==> src/rtl/pkcs1pv_pkg.sv <==
// Types, codes and constants of the PKCS#1 v1.5 padding verifier.
`timescale 1ns / 1ps
package pkcs1pv_pkg;

  localparam int POS_W             = 10;
  localparam int DIGEST_BYTES      = 16;
  localparam int DIGEST_IDX_W      = 4;
  localparam int PREFIX_BYTES      = 18;
  localparam int MIN_LENGTH        = PREFIX_BYTES + DIGEST_BYTES + 2;
  localparam int MAX_MESSAGE_BYTES = 512;

  localparam logic [1:0] CMD_LOAD_EXPECTED = 2'd0;
  localparam logic [1:0] CMD_LOAD_IDENTITY = 2'd1;
  localparam logic [1:0] CMD_MESSAGE       = 2'd2;

  localparam logic [1:0] STATUS_CORRECT   = 2'd0;
  localparam logic [1:0] STATUS_IDENTITY  = 2'd1;
  localparam logic [1:0] STATUS_INCORRECT = 2'd2;
  localparam logic [1:0] STATUS_SHORT     = 2'd3;

  typedef struct packed {
    logic                    layout_bad;
    logic                    digest_sel;
    logic [DIGEST_IDX_W-1:0] digest_idx;
    logic                    too_short;
    logic                    count_bad;
  } byte_chk_t;

  function automatic logic [7:0] prefix_byte(input logic [4:0] idx);
    logic [7:0] b;
    case (idx)
      5'd0:    b = 8'h30;
      5'd1:    b = 8'h20;
      5'd2:    b = 8'h30;
      5'd3:    b = 8'h0c;
      5'd4:    b = 8'h06;
      5'd5:    b = 8'h08;
      5'd6:    b = 8'h2a;
      5'd7:    b = 8'h86;
      5'd8:    b = 8'h48;
      5'd9:    b = 8'h86;
      5'd10:   b = 8'hf7;
      5'd11:   b = 8'h0d;
      5'd12:   b = 8'h02;
      5'd13:   b = 8'h05;
      5'd14:   b = 8'h05;
      5'd15:   b = 8'h00;
      5'd16:   b = 8'h04;
      5'd17:   b = 8'h10;
      default: b = 8'h00;
    endcase
    return b;
  endfunction

endpackage

==> src/rtl/pkcs1pv_hash_ram.sv <==
// Digest store: 16 bytes, one write port and one registered read port.
`timescale 1ns / 1ps
module pkcs1pv_hash_ram (
  input  logic                                 clk_i,
  input  logic                                 we_i,
  input  logic [pkcs1pv_pkg::DIGEST_IDX_W-1:0] waddr_i,
  input  logic [7:0]                           wdata_i,
  input  logic                                 re_i,
  input  logic [pkcs1pv_pkg::DIGEST_IDX_W-1:0] raddr_i,
  output logic [7:0]                           rdata_o
);

  logic [7:0] mem [pkcs1pv_pkg::DIGEST_BYTES];
  logic [7:0] rdata_q;

  always_ff @(posedge clk_i) begin
    if (we_i) begin
      mem[waddr_i] <= wdata_i;
    end
  end

  always_ff @(posedge clk_i) begin
    if (re_i) begin
      rdata_q <= mem[raddr_i];
    end
  end

  assign rdata_o = rdata_q;

endmodule

==> src/rtl/pkcs1pv_byte_check.sv <==
// Classifies one message byte by its position, checks the padding and prefix bytes and the length.
`timescale 1ns / 1ps
module pkcs1pv_byte_check (
  input  logic [pkcs1pv_pkg::POS_W-1:0] pos_i,
  input  logic [pkcs1pv_pkg::POS_W-1:0] len_i,
  input  logic [7:0]                    data_i,
  output pkcs1pv_pkg::byte_chk_t        chk_o
);

  localparam int PW = pkcs1pv_pkg::POS_W;

  logic          in_range;
  logic [PW-1:0] end_pos;
  logic [PW-1:0] prefix_off;
  logic [PW-1:0] digest_off;
  logic [PW:0]   received;
  logic          is_first;
  logic          is_run;
  logic          is_end;
  logic          is_prefix;

  always_comb begin
    in_range   = (len_i >= PW'(pkcs1pv_pkg::MIN_LENGTH)) && (pos_i < len_i);
    end_pos    = len_i - PW'(pkcs1pv_pkg::MIN_LENGTH - 1);
    prefix_off = pos_i - end_pos - PW'(1);
    digest_off = pos_i - len_i;
    is_first   = (pos_i == '0);
    is_run     = !is_first && (pos_i < end_pos);
    is_end     = !is_first && (pos_i == end_pos);
    is_prefix  = !is_first && (pos_i > end_pos)
                 && (pos_i <= end_pos + PW'(pkcs1pv_pkg::PREFIX_BYTES));
    received   = {1'b0, pos_i} + (PW+1)'(1);

    chk_o.layout_bad = 1'b0;
    if (in_range) begin
      if (is_first) begin
        chk_o.layout_bad = (data_i != 8'h01);
      end else if (is_run) begin
        chk_o.layout_bad = (data_i != 8'hff);
      end else if (is_end) begin
        chk_o.layout_bad = (data_i != 8'h00);
      end else if (is_prefix) begin
        chk_o.layout_bad = (data_i != pkcs1pv_pkg::prefix_byte(prefix_off[4:0]));
      end
    end
    chk_o.digest_sel = in_range && !is_first && !is_run && !is_end && !is_prefix;
    chk_o.digest_idx = digest_off[pkcs1pv_pkg::DIGEST_IDX_W-1:0];
    chk_o.too_short  = (len_i < PW'(pkcs1pv_pkg::MIN_LENGTH));
    chk_o.count_bad  = (received != {1'b0, len_i})
                       || ({1'b0, len_i} > (PW+1)'(pkcs1pv_pkg::MAX_MESSAGE_BYTES));
  end

endmodule

==> src/rtl/pkcs1_padding_verify_core.sv <==
// Top level of the PKCS#1 v1.5 MD5 signature padding verifier.
//
//   Channel  Direction  Handshake               Payload
//   input    in         in_valid_i/in_ready_o   command_i index_i data_i em_length_i last_i
//   output   out        out_valid_o/out_ready_i status_o
//
// One item is taken per cycle while in_ready_o is high. A load writes a digest store
// at the transfer edge. A message byte reads the digest stores at the transfer edge;
// the compare stage checks it as it advances and registers the flags and the final status.
// Reset clears the byte counter and all valid state, sets the flags; stores keep no reset.
// Input stalls only while the compare stage holds a last byte and a status waits unread.
`timescale 1ns / 1ps
module pkcs1_padding_verify_core (
  input  logic                                 clk_i,
  input  logic                                 rst_ni,
  input  logic                                 in_valid_i,
  output logic                                 in_ready_o,
  input  logic [1:0]                           command_i,
  input  logic [pkcs1pv_pkg::DIGEST_IDX_W-1:0] index_i,
  input  logic [7:0]                           data_i,
  input  logic [pkcs1pv_pkg::POS_W-1:0]        em_length_i,
  input  logic                                 last_i,
  output logic                                 out_valid_o,
  input  logic                                 out_ready_i,
  output logic [1:0]                           status_o
);

  localparam int PW = pkcs1pv_pkg::POS_W;

  logic                   in_xfer;
  logic                   msg_xfer;
  logic                   advance;
  logic                   s1_done;
  logic                   s1_final;
  pkcs1pv_pkg::byte_chk_t chk;
  logic [7:0]             exp_rd;
  logic [7:0]             id_rd;
  logic                   lay_ok;
  logic                   hash_eq;
  logic                   id_eq;
  logic [1:0]             verdict;

  logic [PW-1:0]          pos_q, pos_d;
  logic                   s1_valid_q;
  pkcs1pv_pkg::byte_chk_t s1_chk_q;
  logic [7:0]             s1_data_q;
  logic                   s1_last_q;
  logic                   layout_ok_q, hash_equal_q, identity_equal_q;
  logic                   out_valid_q;
  logic [1:0]             status_q;

  assign s1_final   = s1_valid_q && s1_last_q;
  assign advance    = !(s1_final && out_valid_q && !out_ready_i);
  assign in_ready_o = advance;
  assign in_xfer    = in_valid_i && in_ready_o;
  assign msg_xfer   = in_xfer && (command_i == pkcs1pv_pkg::CMD_MESSAGE);
  assign s1_done    = s1_valid_q && advance;

  pkcs1pv_byte_check u_check (
    .pos_i  (pos_q),
    .len_i  (em_length_i),
    .data_i (data_i),
    .chk_o  (chk)
  );

  pkcs1pv_hash_ram u_expected (
    .clk_i   (clk_i),
    .we_i    (in_xfer && (command_i == pkcs1pv_pkg::CMD_LOAD_EXPECTED)),
    .waddr_i (index_i),
    .wdata_i (data_i),
    .re_i    (msg_xfer && chk.digest_sel),
    .raddr_i (chk.digest_idx),
    .rdata_o (exp_rd)
  );

  pkcs1pv_hash_ram u_identity (
    .clk_i   (clk_i),
    .we_i    (in_xfer && (command_i == pkcs1pv_pkg::CMD_LOAD_IDENTITY)),
    .waddr_i (index_i),
    .wdata_i (data_i),
    .re_i    (msg_xfer && chk.digest_sel),
    .raddr_i (chk.digest_idx),
    .rdata_o (id_rd)
  );

  always_comb begin
    pos_d = pos_q;
    if (msg_xfer) begin
      if (last_i) begin
        pos_d = '0;
      end else if (pos_q != {PW{1'b1}}) begin
        pos_d = pos_q + PW'(1);
      end
    end
  end

  always_comb begin
    lay_ok  = layout_ok_q && !s1_chk_q.layout_bad;
    hash_eq = hash_equal_q && !(s1_chk_q.digest_sel && (s1_data_q != exp_rd));
    id_eq   = identity_equal_q && !(s1_chk_q.digest_sel && (s1_data_q != id_rd));
    if (s1_chk_q.too_short) begin
      verdict = pkcs1pv_pkg::STATUS_SHORT;
    end else if (s1_chk_q.count_bad || !lay_ok) begin
      verdict = pkcs1pv_pkg::STATUS_INCORRECT;
    end else if (hash_eq) begin
      verdict = pkcs1pv_pkg::STATUS_CORRECT;
    end else if (id_eq) begin
      verdict = pkcs1pv_pkg::STATUS_IDENTITY;
    end else begin
      verdict = pkcs1pv_pkg::STATUS_INCORRECT;
    end
  end

  always_ff @(posedge clk_i or negedge rst_ni) begin
    if (!rst_ni) begin
      pos_q            <= '0;
      s1_valid_q       <= 1'b0;
      layout_ok_q      <= 1'b1;
      hash_equal_q     <= 1'b1;
      identity_equal_q <= 1'b1;
      out_valid_q      <= 1'b0;
    end else begin
      pos_q <= pos_d;
      if (advance) begin
        s1_valid_q <= msg_xfer;
      end
      if (s1_done) begin
        if (s1_last_q) begin
          layout_ok_q      <= 1'b1;
          hash_equal_q     <= 1'b1;
          identity_equal_q <= 1'b1;
        end else begin
          layout_ok_q      <= lay_ok;
          hash_equal_q     <= hash_eq;
          identity_equal_q <= id_eq;
        end
      end
      if (s1_done && s1_last_q) begin
        out_valid_q <= 1'b1;
      end else if (out_ready_i) begin
        out_valid_q <= 1'b0;
      end
    end
  end

  always_ff @(posedge clk_i) begin
    if (msg_xfer) begin
      s1_chk_q  <= chk;
      s1_data_q <= data_i;
      s1_last_q <= last_i;
    end
    if (s1_done && s1_last_q) begin
      status_q <= verdict;
    end
  end

  assign out_valid_o = out_valid_q;
  assign status_o    = status_q;

endmodule

==> config.mk <==
export PLATFORM = sky130hd
export DESIGN_NAME = pkcs1_padding_verify_core
export DESIGN_NICKNAME = d
export VERILOG_FILES = /design/src/rtl/pkcs1pv_pkg.sv /design/src/rtl/pkcs1pv_hash_ram.sv /design/src/rtl/pkcs1pv_byte_check.sv /design/src/rtl/pkcs1_padding_verify_core.sv
export SDC_FILE = /design/constraint.sdc
export NUM_CORES = 1
export LEC_CHECK = 0
export BUFFER_PORTS_ARGS = -buffer_cell sky130_fd_sc_hd__buf_2
export CORE_MARGIN = 3
export CORE_UTILIZATION = 45
export CTS_CLUSTER_SIZE = 30
export DETAILED_ROUTE_END_ITERATION = 10
export GPL_TIMING_DRIVEN = 0
export PLACE_DENSITY = 0.59
export SETUP_SLACK_MARGIN = 0.15
export SKIP_LAST_GASP = 1
export SLEW_MARGIN = 10
export SYNTH_ARGS = -nofsm -noshare
export SYNTH_HDL_FRONTEND = slang
export SYNTH_SLANG_ARGS = --single-unit
export TNS_END_PERCENT = 1
==> constraint.sdc <==
create_clock -name clk_i -period 4.5 [get_ports clk_i]
set_input_delay 0.675 -clock clk_i [delete_from_list [all_inputs] [get_ports clk_i]]
set_output_delay 0.675 -clock clk_i [all_outputs]
set_load 0.01 [all_outputs]
Word-level counts from Yosys, hierarchy flattened

Memory sizes are Yosys's and may differ from the RTL's. A register that Yosys moved wholly into a read port is not among the register bits.
Index checks and enable logic that the tools add are counted.
Widths: inputs -> output; s select.

Add/subtract/negate cells: 7
Order comparisons: 7
Equal/unequal tests: 10
Multiplexer cells: 23
Reduce and logical (&&, ||, !) cells: 43

Operators with widths:

| cell                  | number |
|---|---|
| $mux 8                | 5 |
| $logic_and 1x1->1     | 24 |
| $ne 8x8->1            | 3 |
| $lt 10x10->1          | 2 |
| $mux 10               | 2 |
| $mux 1                | 14 |
| $add 10x1->11 const B | 1 |
| $ne 11x10->1          | 1 |
| $add 10x1->10 const B | 1 |
| $add 10x5->10 const B | 1 |
| $eq 10x10->1          | 1 |
| $ge 10x6->1 const B   | 1 |
| $gt 10x10->1          | 1 |
| $gt 10x10->1 const B  | 1 |
| $le 10x10->1          | 1 |
| $logic_not 1->1       | 10 |
| $logic_not 10->1      | 1 |
| $lt 10x6->1 const B   | 1 |
| $ne 10x10->1 const B  | 1 |
| $sub 10x6->10 const B | 1 |
| $ne 8x1->1 const B    | 1 |
| $ne 8x8->1 const B    | 1 |
| $reduce_bool 8->1     | 1 |
| $sub 5x1->5 const B   | 1 |
| 10 further kinds      | 13 |

Flip-flop bits (word level): 30
Memory bits (writable): 256
Bits in read-only memories: 256
Bits of input ports: 29
Output and inout bits: 4
Logic and storage cells: 107
Memories kept: 3

Memories:

| memory          | words | bits a word | rd ports | clocked after memory_dff | wr ports | line                   | RTL |
|---|---|---|---|---|---|---|---|
| (no name shown) | 32    | 8           | 1        | 0                        | 0        | pkcs1pv_pkg.sv:31      | `case (idx)` |
| u_expected.mem  | 16    | 8           | 1        | 1                        | 1        | pkcs1pv_hash_ram.sv:13 | `logic [7:0] mem [pkcs1pv_pkg::DIGEST_BYTES];` |
| u_identity.mem  | 16    | 8           | 1        | 1                        | 1        | pkcs1pv_hash_ram.sv:13 |  |

Logic depth before layout (Yosys ltp)

Gate-level depths: netlist of the first run.

Word-level depth: 14
Mapped depth: 16
Mapped depth without buffers: 15

Cells and area by module

Synthesis of the first run repeated with hierarchy kept, for this count alone.

Cell total of the unflattened synthesis: 845
Area, all modules: 13929.6 um^2

By module, submodules not included:

| module                    | instances | cells each | area an instance (um^2) | sequential area each (um^2) |
|---|---|---|---|---|
| pkcs1pv_hash_ram          | 2         | 229        | 5227.5                  | 4083.9 |
| pkcs1pv_byte_check        | 1         | 259        | 1991.9                  | 0.0 |
| pkcs1_padding_verify_core | 1         | 128        | 1482.7                  | 829.5 |

Worst setup path before layout of the first run

No wires, ideal clock.

Kind: input port to flip-flop
Start: in em_length_i[0] (netlist bit)
End: reg u_expected.rdata_q[0], in the netlist u_expected.rdata_o[0] (read register of u_expected.mem), enable pin
Library setup time: 0.430 ns
Data arrival time: 4.634 ns
Required time: 4.070 ns
Setup slack: -0.564 ns
Stages on the path: 15
Path buffers: 0
Cells stage by stage: ha_1 > xnor2_1 > ha_1 > inv_1 > o21a_1 > or3_1 > nor3_1 > xor2_1 > ha_1 > nand4_1 > nor2_1 > o21ai_0 > nand3b_1 > o21ai_0 > nor4_1

Longest elaborated chain between the ends: 8
Elaborated cells between the ends (all ways): 22
Those cells by class: add/sub: 3; order compare: 5; eq/ne: 1; reduce/logical: 13

RTL lines:

| element                                               | line                            | RTL |
|---|---|---|
| start, declared                                       | pkcs1_padding_verify_core.sv:21 | `input logic [pkcs1pv_pkg::POS_W-1:0] em_length_i,` |
| branches (longest 6 deep; another with $sub 10x6->10) | -                               |  |
| $logic_and 1x1->1 *                                   | pkcs1pv_byte_check.sv:46        | `chk_o.digest_sel = in_range && !is_first && !is_run && !is_end && !is_prefix;` |
| $logic_and 1x1->1 *                                   | pkcs1_padding_verify_core.sv:71 | `.re_i (msg_xfer && chk.digest_sel),` |
| via u_expected.re_i                                   | pkcs1pv_hash_ram.sv:8           | `input logic re_i,` |
| end, declared                                         | pkcs1pv_hash_ram.sv:14          | `logic [7:0] rdata_q;` |

Mark *: on every way through the listed nets, which the timed path passes.
A chain may end at the register's enable or synchronous reset.

Worst setup path after layout of the first run

Start: reg pos_q[0]
End: reg u_identity.rdata_q[1], in the netlist u_identity.rdata_o[1] (read register of u_identity.mem), data pin

Longest elaborated chain between the ends: 8
Elaborated cells between the ends (all ways): 21
Those cells by class: add/sub: 1; order compare: 4; eq/ne: 1; reduce/logical: 15

RTL lines:

| element                                              | line                             | RTL |
|---|---|---|
| start, declared                                      | pkcs1_padding_verify_core.sv:43  | `logic [PW-1:0] pos_q, pos_d;` |
| start signal, assigned                               | pkcs1_padding_verify_core.sv:123 | `pos_q <= pos_d;` |
| branches (longest 8 deep; another with $lt 10x10->1) | -                                |  |
| end, declared                                        | pkcs1pv_hash_ram.sv:14           |  |

Parallel ways; which one is timed is not known.

==> flow_metrics.py, run 1 <==
metrics = {
    "synth": {
        "synth.avg_cell_area_um2": 15.8,
        "yosys.area.top_type": "edfxtp_1",
        "syn_nets": 947,
        "synth_top_area_share_pct": 62.5,
        "syn_area_mm2": 0.0138,
        "yosys_register_bits": 302,
        "synth_warnings": 0,
        "synth_ff_type": "edfxtp_1",
        "yosysMostFrequentCell": "edfxtp_1",
        "synthTopCellsByCount": "edfxtp_1, mux4_2, nor2_1",
        "syn_inst": 874,
        "ys_top_cells_by_area": "edfxtp_1, mux4_2, ha_1",
        "ys_async_sr_fraction_pct": 4.97,
        "ys_seq_area_share_pct": 65.2,
        "ys_types": 59,
        "synth_edf_count": 287,
    },
    "layout": {
        "final_layout_size_suffix_gt1_share_pct": 17.6,
        "instances_no_fill": 1350,
        "area_delta_synth_final_pct": 11.8,
        "antennaDiodeCount": 0,
        "nNetsFinal": 1009,
        "final_util_pct": 51.5,
    },
    "power_and_ir_drop": {
        "powerDensity_mw_per_mm2": 470,
        "power_frac_comb_pct": 23.7,
        "max-vdd-ir-drop_v": 0.000299,
        "p_leak_uw": 0.00513,
        "p_seq_share_pct": 44.0,
        "swShare_pct": 28.6,
        "finalPower_uw": 7250,
        "intPower_uw": 5170,
        "p_clk_share_pct": 32.2,
        "switchingPower_uw": 2080,
    },
    "setup_path": {
        "crit_buf_inv": 5,
        "ff2ff_path_depth": 10,
        "critical_path.top_delay_family": "buffers and inverters",
        "r2r_start": "pos_q[0]",
        "slowest_delay_ns": 0.62,
        "cp.required_ns": 4.77,
        "critPathCaptureType": "flip-flop",
        "crit_chain": "inv_1 > ha_1 > inv_1 > fa_1 > clkbuf_1 > buf_1 > buf_1 > mux4_2 > mux2i_1 > a21oi_1",
        "crit_arrival_ns": 4.51,
        "cp_max_fo": 10,
        "r2r_slack_ns": 0.26,
        "criticalPathCategory": "reg2reg",
        "slowest_stage": "buf_1",
        "r2r-end": "u_identity.rdata_o[1]",
        "critPathLaunchType": "flip-flop",
    },
    "sta": {
        "relSlewSlack_pct": 27.6,
        "max_freq_mhz": 236,
        "worst_pin_slew_ns": 1.09,
        "period_minus_slack_ns": 4.24,
        "min_period_over_period_pct": 94.3,
        "rsz0062_at_grt": "yes",
        "drv_slew": 0,
        "skew_ns": 0.0292,
        "whs_ns": 0.0317,
        "hold_viol": 0,
        "setup_violations": 0,
    },
    "clock_network": {
        "clkSinkCount": 302,
        "cts_buffers": 31,
        "ctsHoldBuffers": 0,
        "clkLatencyLatePin_ns": 0.58,
        "clk_pin_slew_worst_paths_ns": 0.06,
        "cts_root_buffer": "clkbuf_16",
        "cts_tree": "built",
        "clockBufferDepth": 3,
        "h-tree-depth": 1,
    },
    "global_routing": {
        "grt_max_degree": 40,
        "grt_pass1_vias": 7729,
        "grt_pass1_wl_um": 46300,
        "track_usage_pct": 18.5,
        "globalRouteOverflowTotal": 0,
        "antenna_found_initial": 0,
    },
    "min_path": {
        "min_path_type": "in2async",
    },
    "drt": {
        "detailedRoute.firstIterationViolations": 645,
        "dr.pass1.iters": 5,
        "wire_per_inst_um": 22.6,
        "wl_met1_um": 13500,
        "routed.top_layer": "met4",
        "met2_wirelength_um": 14800,
        "routed_wl_um": 30600,
        "ant_nets": 0,
        "routed_via_density": 5.65,
        "vias": 7630,
        "drcViolationCount": 0,
        "met3RoutedLength_um": 1700,
    },
    "outcome": {
        "status": "finished clean",
    },
    "placement": {
        "gp_congestion": 0.788,
        "placed_cells": 1292,
        "port-buffer-count": 28,
        "dp_hpwl_um": 19900,
    },
    "flow_run": {
        "drv_cap": 0,
    },
    "floorplan": {
        "design.die.area_mm2": 0.0328,
        "fp.dieH_um": 181,
        "fp-row-count": 63,
        "initial_core_util_pct": 46.0,
        "chipWidth_um": 181,
        "io_pins": 33,
        "core_mm2": 0.0300,
    },
}
-- sequential cells by signal (all words and copies together), names as in the netlist, 2 cells and up --
| signal | flops |
|---|---|
| u_identity.rdata_o | 8 |
| u_identity.mem | 128 |
| status_o | 2 |
| pos_q | 10 |
| s1_data_q | 8 |
| s1_chk_q | 4 |
| u_expected.mem | 128 |
| u_expected.rdata_o | 8 |
-- kinds of logic (layout without fill, tap and decap cells) --
kind of cell               count (synthesis)  count (layout)  synth area share, %
muxes                                     88              88                 12.2
adders and majority gates                 44              44                 4.10
AOI/OAI and AO/OA                        119             119                 5.75
buffers and inverters                     67             153                 1.91
DFF                                      302             302                 65.2
and+or+nand+nor                          204             204                 7.53
xor gates and xnor gates                  50              50                 3.23
-- power by group through the flow --
stage | sequential, uW | clock (uW) | combinational (uW)
finish | 3190 | 2340 | 1720
global route | 3200 | 2520 | 1880
CTS | 3190 | 2390 | 1730
detailed placement | 3250 | 0 | 1720
global placement | 3250 | 0 | 1710
floorplan | 3240 | 0 | 1200
-- area by class of cell --
type | count | area (um2)
well taps | 390 | 488
clock buffers | 38 | 802
repair buffers | 29 | 160
inverters | 26 | 97.6
fillers | 2521 | 14500
flip-flops and latches | 302 | 9000
clock inverters | 19 | 120
multi-input cells | 505 | 4580
plain buffers | 41 | 168
-- routing by layer --
metal	vias up	global-route usage, %
li1	3553	-
met1	3811	26.4
met2	229	30.8
met3	37	2.64
met4	0	3.84
met5	-	0
-- per-stage QoR --
step           TNS [ns]  cell area, um2  worst slack [ns]
2_1_floorplan         0           13800             0.391
3_3_place_gp      -7.66           14400            -0.448
3_5_place_dp      -7.70           14500            -0.431
4_1_cts               0           15400             0.123
5_1_grt               0           15400            0.0228
6_report              0           15400             0.258
-- placed cells by master, fill, tap and decap left out, types with 10 or more instances in the layout --
master / netlist / layout
buf_2: 10 / 38
o21ai_0: 22 / 22
mux2i_1: 21 / 21
nand2_1: 41 / 41
a21oi_1: 37 / 37
clkinv_1: 0 / 12
nand3_1: 18 / 18
ha_1: 42 / 42
a211oi_1: 19 / 19
mux4_2: 64 / 64
clkbuf_16: 0 / 31
nor2_1: 47 / 47
a21o_1: 11 / 11
inv_1: 26 / 26
edfxtp_1: 287 / 287
nand4_1: 10 / 10
nor2b_1: 20 / 20
clkbuf_1: 23 / 29
nor3_1: 27 / 19
dfrtp_1: 12 / 12
xnor2_1: 41 / 41
-- worst max-delay path by stage --
stage | startpoint | to | slack [ns] | depth (start not counted)
3_3_place_gp | em_length_i[0] | u_expected.rdata_o[6] | -0.45 | 16
6_report | pos_q[0] | u_identity.rdata_o[1] | 0.26 | 10
5_1_grt | pos_q[0] | u_identity.rdata_o[2] | 0.02 | 10
3_5_place_dp | em_length_i[0] | u_expected.rdata_o[5] | -0.43 | 16
4_1_cts | em_length_i[0] | u_identity.rdata_o[1] | 0.12 | 16
2_1_floorplan | em_length_i[0] | u_expected.rdata_o[0] | 0.39 | 15
-- what timing repair did --
action | in CTS | in global routing
setup endpoints to repair | 22 | 28
gates resized for setup | 1 | 0
pin swaps | 0 | 1
setup buffers | 0 | 1
Power figures use the tool's default switching activity.
==> inputs of run 2 (changes only) <==
--- a/config.mk
+++ b/config.mk
@@ -7,11 +7,11 @@
 export LEC_CHECK = 0
 export BUFFER_PORTS_ARGS = -buffer_cell sky130_fd_sc_hd__buf_2
 export CORE_MARGIN = 3
-export CORE_UTILIZATION = 45
-export CTS_CLUSTER_SIZE = 30
+export CORE_UTILIZATION = 35
+export CTS_CLUSTER_SIZE = 24
 export DETAILED_ROUTE_END_ITERATION = 10
 export GPL_TIMING_DRIVEN = 0
-export PLACE_DENSITY = 0.59
+export PLACE_DENSITY = 0.48
 export SETUP_SLACK_MARGIN = 0.15
 export SKIP_LAST_GASP = 1
 export SLEW_MARGIN = 10
==> run 2 against run 1 <==
- critical path depth stayed put
- total power is 4.8% higher
- hold slack better by 0.036 ns
- clock-buffer cell count is 10 higher
- sequential power hardly changed
- flip-flop and latch count stayed put
- first-iteration DRC count is 29% lower
- largest power group unchanged
- highest routed layer unchanged
==> flow_metrics.py, run 2 (synthesis gave the netlist of run 1 again) <==
metrics = {
    "outcome": {
        "status": "finished clean",
    },
    "clock_network": {
        "clkSinkCount": 302,
        "cts_buffers": 36,
        "h-tree-depth": 2,
        "clk_pin_slew_worst_paths_ns": 0.06,
        "clockBufferDepth": 3,
        "cts_tree": "built",
        "clkLatencyLatePin_ns": 0.54,
        "cts_root_buffer": "clkbuf_16",
    },
    "layout": {
        "largestRegisters": "u_expected.mem (128), u_identity.mem (128), pos_q (10)",
        "area_delta_synth_final_pct": 14.2,
        "final_layout_size_suffix_gt1_share_pct": 18.5,
        "nNetsFinal": 1016,
        "final_common_cell": "edfxtp_1",
        "final_cell_mix": "edfxtp_1, mux4_2, nor2_1",
        "final_util_pct": 40.5,
        "antennaDiodeCount": 0,
        "fillCellCount": 3592,
    },
    "global_routing": {
        "globalRouteOverflowTotal": 0,
        "track_usage_pct": 15.8,
        "antenna_found_initial": 0,
        "grt_pass1_vias": 7752,
        "grt_pass1_wl_um": 48900,
        "grt_max_degree": 40,
    },
    "sta": {
        "relSlewSlack_pct": 34.2,
        "skew_ns": 0.0281,
        "drv_slew": 0,
        "period_minus_slack_ns": 4.41,
        "hold_viol": 0,
        "rsz0062_at_grt": "yes",
        "whs_ns": 0.0676,
        "worst_pin_slew_ns": 0.984,
        "setup_violations": 0,
        "max_freq_mhz": 227,
        "min_period_over_period_pct": 98.1,
    },
    "drt": {
        "wl_met1_um": 14900,
        "detailedRoute.firstIterationViolations": 460,
        "dr.pass1.iters": 4,
        "met2_wirelength_um": 16100,
        "routed_via_density": 5.13,
        "ant_nets": 0,
        "met3RoutedLength_um": 1400,
        "wire_per_inst_um": 22.1,
        "routed.top_layer": "met4",
        "drcViolationCount": 0,
        "routed_wl_um": 32900,
        "vias": 7627,
    },
    "min_path": {
        "min_path_type": "in2async",
    },
    "floorplan": {
        "initial_core_util_pct": 35.5,
        "core_mm2": 0.0388,
        "design.die.area_mm2": 0.0418,
        "io_pins": 33,
        "fp.dieH_um": 204,
        "chipWidth_um": 204,
        "fp-row-count": 72,
    },
    "setup_path": {
        "cp.required_ns": 4.70,
        "slowest_stage": "buf_1",
        "cp_max_fo": 10,
        "critPathCaptureType": "flip-flop",
        "critPathLaunchType": "flip-flop",
        "criticalPathCategory": "reg2reg",
        "crit_chain": "inv_1 > ha_1 > inv_1 > fa_1 > clkbuf_1 > buf_1 > buf_1 > mux4_2 > mux2i_1 > a21oi_1",
        "crit_arrival_ns": 4.62,
        "slowest_delay_ns": 0.68,
    },
    "power_and_ir_drop": {
        "p_leak_uw": 0.00521,
        "powerDensity_mw_per_mm2": 482,
        "max-vdd-ir-drop_v": 0.000282,
    },
    "placement": {
        "dp_hpwl_um": 21500,
        "port-buffer-count": 28,
        "gp_congestion": 0.775,
    },
    "flow_run": {
        "drv_cap": 0,
    },
}
[run 2: cell types whose count changed in the layout (fill, tap and decap cells not counted), moves of 2 or more]
cell / change
clkbuf_1: +4
clkbuf_16: +6
buf_2: +2
clkinv_2: -2
clkinv_1: -3
buf_1: -2
buf_4: +2
[run 2: timing repair]
action                     CTS  global route
buffers inserted             0             1
pin swaps                    0             1
setup endpoints to repair   29            28
gates resized for setup      2             0
hold buffers                 0             0
[run 2: metrics by stage]
step	TNS (ns)	area [um2]	std cells	setup WS (ns)	total power, uW
3_3_place_gp	-11.43	14600	1420	-0.542	5020
3_5_place_dp	-11.05	14600	1422	-0.540	5020
4_1_cts	-0.0465	15700	1486	-0.00962	7690
6_report	0	15700	1487	0.0864	7600
5_1_grt	-0.874	15700	1487	-0.167	7950
2_1_floorplan	0	13800	874	0.391	4440
[run 2: worst max-delay path, delay by kind of cell, from the launching register on]
| kind | cells | cell delay (ns) |
|---|---|---|
| buffers and inverters | 5 | 2.09 |
| muxes | 2 | 0.69 |
| adders and majority gates | 2 | 0.64 |
| DFF | 1 | 0.46 |
| AOI/OAI and AO/OA | 1 | 0.20 |
[run 2: worst paths after layout]
| check | from | to | slack (ns) | depth (start not counted) |
|---|---|---|---|---|
| max | pos_q[0] | u_expected.rdata_o[1] | 0.09 | 10 |
| min | rst_ni | pos_q[8] | 0.07 | 1 |
| max reg2reg | pos_q[0] | u_expected.rdata_o[1] | 0.09 | 10 |
| min reg2reg | identity_equal_q | identity_equal_q | 0.50 | 2 |
| max in group asynchronous | rst_ni | identity_equal_q | 4.10 | 1 |
| min in group clk_i | last_i | s1_last_q | 0.37 | 1 |
[run 2: power by group]
part | leakage, uW | switching, uW | internal, uW | total [uW]
Sequential | 0.00274 | 39.6 | 3150 | 3190
Combinational | 0.00196 | 1050 | 704 | 1750
Clock | 0.000519 | 1130 | 1520 | 2650
[run 2: final cells by class]
| class | count | area [um2] | area share (%) |
|---|---|---|---|
| Inverter | 26 | 97.6 | 0.620 |
| Tap cell | 518 | 648 | 4.12 |
| Buffer | 41 | 170 | 1.08 |
| Multi-Input combinational cell | 505 | 4580 | 29.1 |
| Clock buffer | 48 | 967 | 6.14 |
| Timing Repair Buffer | 31 | 175 | 1.11 |
| Sequential cell | 302 | 9000 | 57.1 |
| Clock inverter | 16 | 105 | 0.668 |
[run 2: layer usage]
layer	vias to the layer above	global-route usage [%]
li1	3570	-
met1	3856	21.8
met2	163	26.8
met3	38	2.38
met4	0	3.54
met5	-	0
==> inputs of run 3 (changes only) <==
--- a/config.mk
+++ b/config.mk
@@ -6,12 +6,12 @@
 export NUM_CORES = 1
 export LEC_CHECK = 0
 export BUFFER_PORTS_ARGS = -buffer_cell sky130_fd_sc_hd__buf_2
-export CORE_MARGIN = 3
+export CORE_MARGIN = 4
 export CORE_UTILIZATION = 35
 export CTS_CLUSTER_SIZE = 24
 export DETAILED_ROUTE_END_ITERATION = 10
 export GPL_TIMING_DRIVEN = 0
-export PLACE_DENSITY = 0.48
+export PLACE_DENSITY = 0.49
 export SETUP_SLACK_MARGIN = 0.15
 export SKIP_LAST_GASP = 1
 export SLEW_MARGIN = 10
==> constraint.sdc (replaced) <==
create_clock -name clk_i -period 4 [get_ports clk_i]
set_input_delay 0.6 -clock clk_i [delete_from_list [all_inputs] [get_ports clk_i]]
set_output_delay 0.6 -clock clk_i [all_outputs]
set_load 0.01 [all_outputs]
==> run 3 against run 2 <==
- flip-flop and latch count unchanged
- critical path type is now in2reg
- register-to-register slack gained 0.24 ns
- largest cell class unchanged
- clock power up 9.4%
- utilization rose by 0.090 points
- highest routed layer unchanged
- critical path depth is 3 higher
- routed wire length down 0.97%
==> flow_metrics.py, run 3 (synthesis gave the netlist of run 1 again) <==
metrics = {
    "outcome": {
        "status": "finished clean",
    },
    "drt": {
        "drcViolationCount": 0,
        "routed_wl_um": 32600,
        "routed_via_density": 5.06,
        "routed.top_layer": "met4",
        "detailedRoute.firstIterationViolations": 496,
        "wl_met1_um": 14800,
        "ant_nets": 0,
        "wire_per_inst_um": 21.9,
        "dr.pass1.iters": 4,
        "met3RoutedLength_um": 1430,
        "met2_wirelength_um": 15600,
        "vias": 7521,
    },
    "power_and_ir_drop": {
        "p_leak_uw": 0.00526,
        "max-vdd-ir-drop_v": 0.000282,
        "finalPower_uw": 8470,
        "powerDensity_mw_per_mm2": 537,
    },
    "clock_network": {
        "ctsHoldBuffers": 0,
        "cts_root_buffer": "clkbuf_16",
        "cts_buffers": 34,
        "cts_tree": "built",
        "clockBufferDepth": 3,
        "h-tree-depth": 2,
        "clkLatencyLatePin_ns": 0.51,
        "clk_pin_slew_worst_paths_ns": 0.07,
        "clkSinkCount": 302,
    },
    "placement": {
        "dp_hpwl_um": 21200,
        "gp_congestion": 0.777,
        "place_area_mm2": 0.0147,
        "placed_cells": 1423,
        "pre_cts_ws_ns": -0.778,
        "port-buffer-count": 28,
    },
    "layout": {
        "final_layout_size_suffix_gt1_share_pct": 20.2,
        "fillCellCount": 3572,
        "antennaDiodeCount": 0,
        "area_delta_synth_final_pct": 14.4,
        "final_util_pct": 40.6,
        "instances_no_fill": 1487,
        "largestRegisters": "u_expected.mem (128), u_identity.mem (128), pos_q (10)",
        "multiInputGateArea_mm2": 0.00462,
        "finalInstanceArea_mm2": 0.0158,
        "final_cell_mix": "edfxtp_1, mux4_2, nor2_1",
        "final_common_cell": "edfxtp_1",
        "nNetsFinal": 1017,
        "seq_area_mm2": 0.00900,
    },
    "floorplan": {
        "initial_core_util_pct": 35.5,
        "chipWidth_um": 206,
        "fp-row-count": 72,
        "fp.dieH_um": 206,
        "core_mm2": 0.0388,
        "io_pins": 33,
        "design.die.area_mm2": 0.0426,
    },
    "global_routing": {
        "track_usage_pct": 15.5,
        "grt_pass1_vias": 7853,
        "grt_pass1_wl_um": 49100,
        "antenna_found_initial": 0,
        "globalRouteOverflowTotal": 0,
        "grt_max_degree": 40,
    },
    "sta": {
        "max_freq_mhz": 272,
        "period_minus_slack_ns": 3.68,
        "min_period_over_period_pct": 92.0,
        "layout_setup_ws_ns": 0.319,
        "worst_pin_slew_ns": 0.922,
        "rsz0062_at_grt": "yes",
        "hold_viol": 0,
        "skew_ns": 0.0128,
        "relSlewSlack_pct": 38.5,
        "setup_violations": 0,
        "drv_slew": 0,
    },
    "setup_path": {
        "cp.required_ns": 4.25,
        "critPathLaunchType": "primary input",
        "path_common_cell": "inv_1",
        "critPathLaunch": "em_length_i[1]",
        "cp_max_fo": 7,
        "crit_arrival_ns": 3.93,
        "crit_buf_inv": 3,
        "criticalPathCategory": "in2reg",
        "critical_path.top_delay_family": "adder cells",
        "slowest_stage": "fa_1",
        "r2r_start": "pos_q[0]",
        "slowest_delay_ns": 0.56,
        "crit_chain": "buf_2 > inv_1 > ha_2 > inv_1 > fa_1 > ha_1 > nor3b_1 > mux2_2 > o21a_1 > a2111oi_2 > o2111a_1 > nand4_1 > a41o_1",
        "critPathCaptureType": "flip-flop",
    },
    "min_path": {
        "min_path_type": "in2async",
    },
    "flow_run": {
        "drv_cap": 0,
    },
}
run 3: changes by cell type in the layout (fill, tap and decap cells not counted), moves of 2 or more:
cell,delta
o21ai_0,-2
xnor2_1,-3
inv_16,-2
clkinv_1,-2
clkbuf_2,+8
buf_1,-3
inv_6,+2
clkinv_2,+2
clkbuf_1,-5
xnor2_2,+3
buf_4,+2
run 3: final timing paths:
check / slack [ns] / end / depth (start not counted)
setup / recovery: 0.32 / s1_chk_q[7] / 13
hold / removal: 0.005 / pos_q[6] / 1
setup reg to reg: 0.33 / s1_chk_q[7] / 12
hold reg to reg: 0.50 / identity_equal_q / 2
max in group asynchronous: 3.67 / layout_ok_q / 1
min in group clk_i: 0.33 / s1_last_q / 1
run 3: report_power, final:
group / switching, uW / internal, uW / leakage (uW)
Clock: 1220 / 1680 / 0.000501
Sequential: 43.6 / 3550 / 0.00274
Combinational: 1170 / 803 / 0.00202
run 3: routing by layer:
| metal | vias up | global-route usage, % |
|---|---|---|
| met5 | - | 0 |
| met4 | 0 | 3.78 |
| met3 | 49 | 2.18 |
| met2 | 165 | 25.4 |
| met1 | 3737 | 22.0 |
| li1 | 3570 | - |
run 3: stage by stage:
stage | TNS, ns | hold WS, ns
2_1_floorplan | 0 | 0.304
3_5_place_dp | -20.22 | 0.492
4_1_cts | -0.366 | 0.00845
3_3_place_gp | -20.26 | 0.487
6_report | 0 | 0.00516
5_1_grt | 0 | 0.0286
run 3: repair_timing:
action | CTS | global route
pin swaps | 1 | 1
gates cloned | 0 | 1
gates resized for setup | 3 | 15
setup endpoints to repair | 33 | 32
buffers inserted | 1 | 1
run 3: cell type report:
| class | count | area share, % |
|---|---|---|
| sequential | 302 | 57.0 |
| timing repair buffer | 34 | 1.36 |
| tap | 518 | 4.11 |
| inverter | 26 | 0.619 |
| multi-input combinational | 505 | 29.3 |
| clock inverter | 16 | 0.682 |
| buffer | 41 | 1.13 |
| clock buffer | 45 | 5.79 |
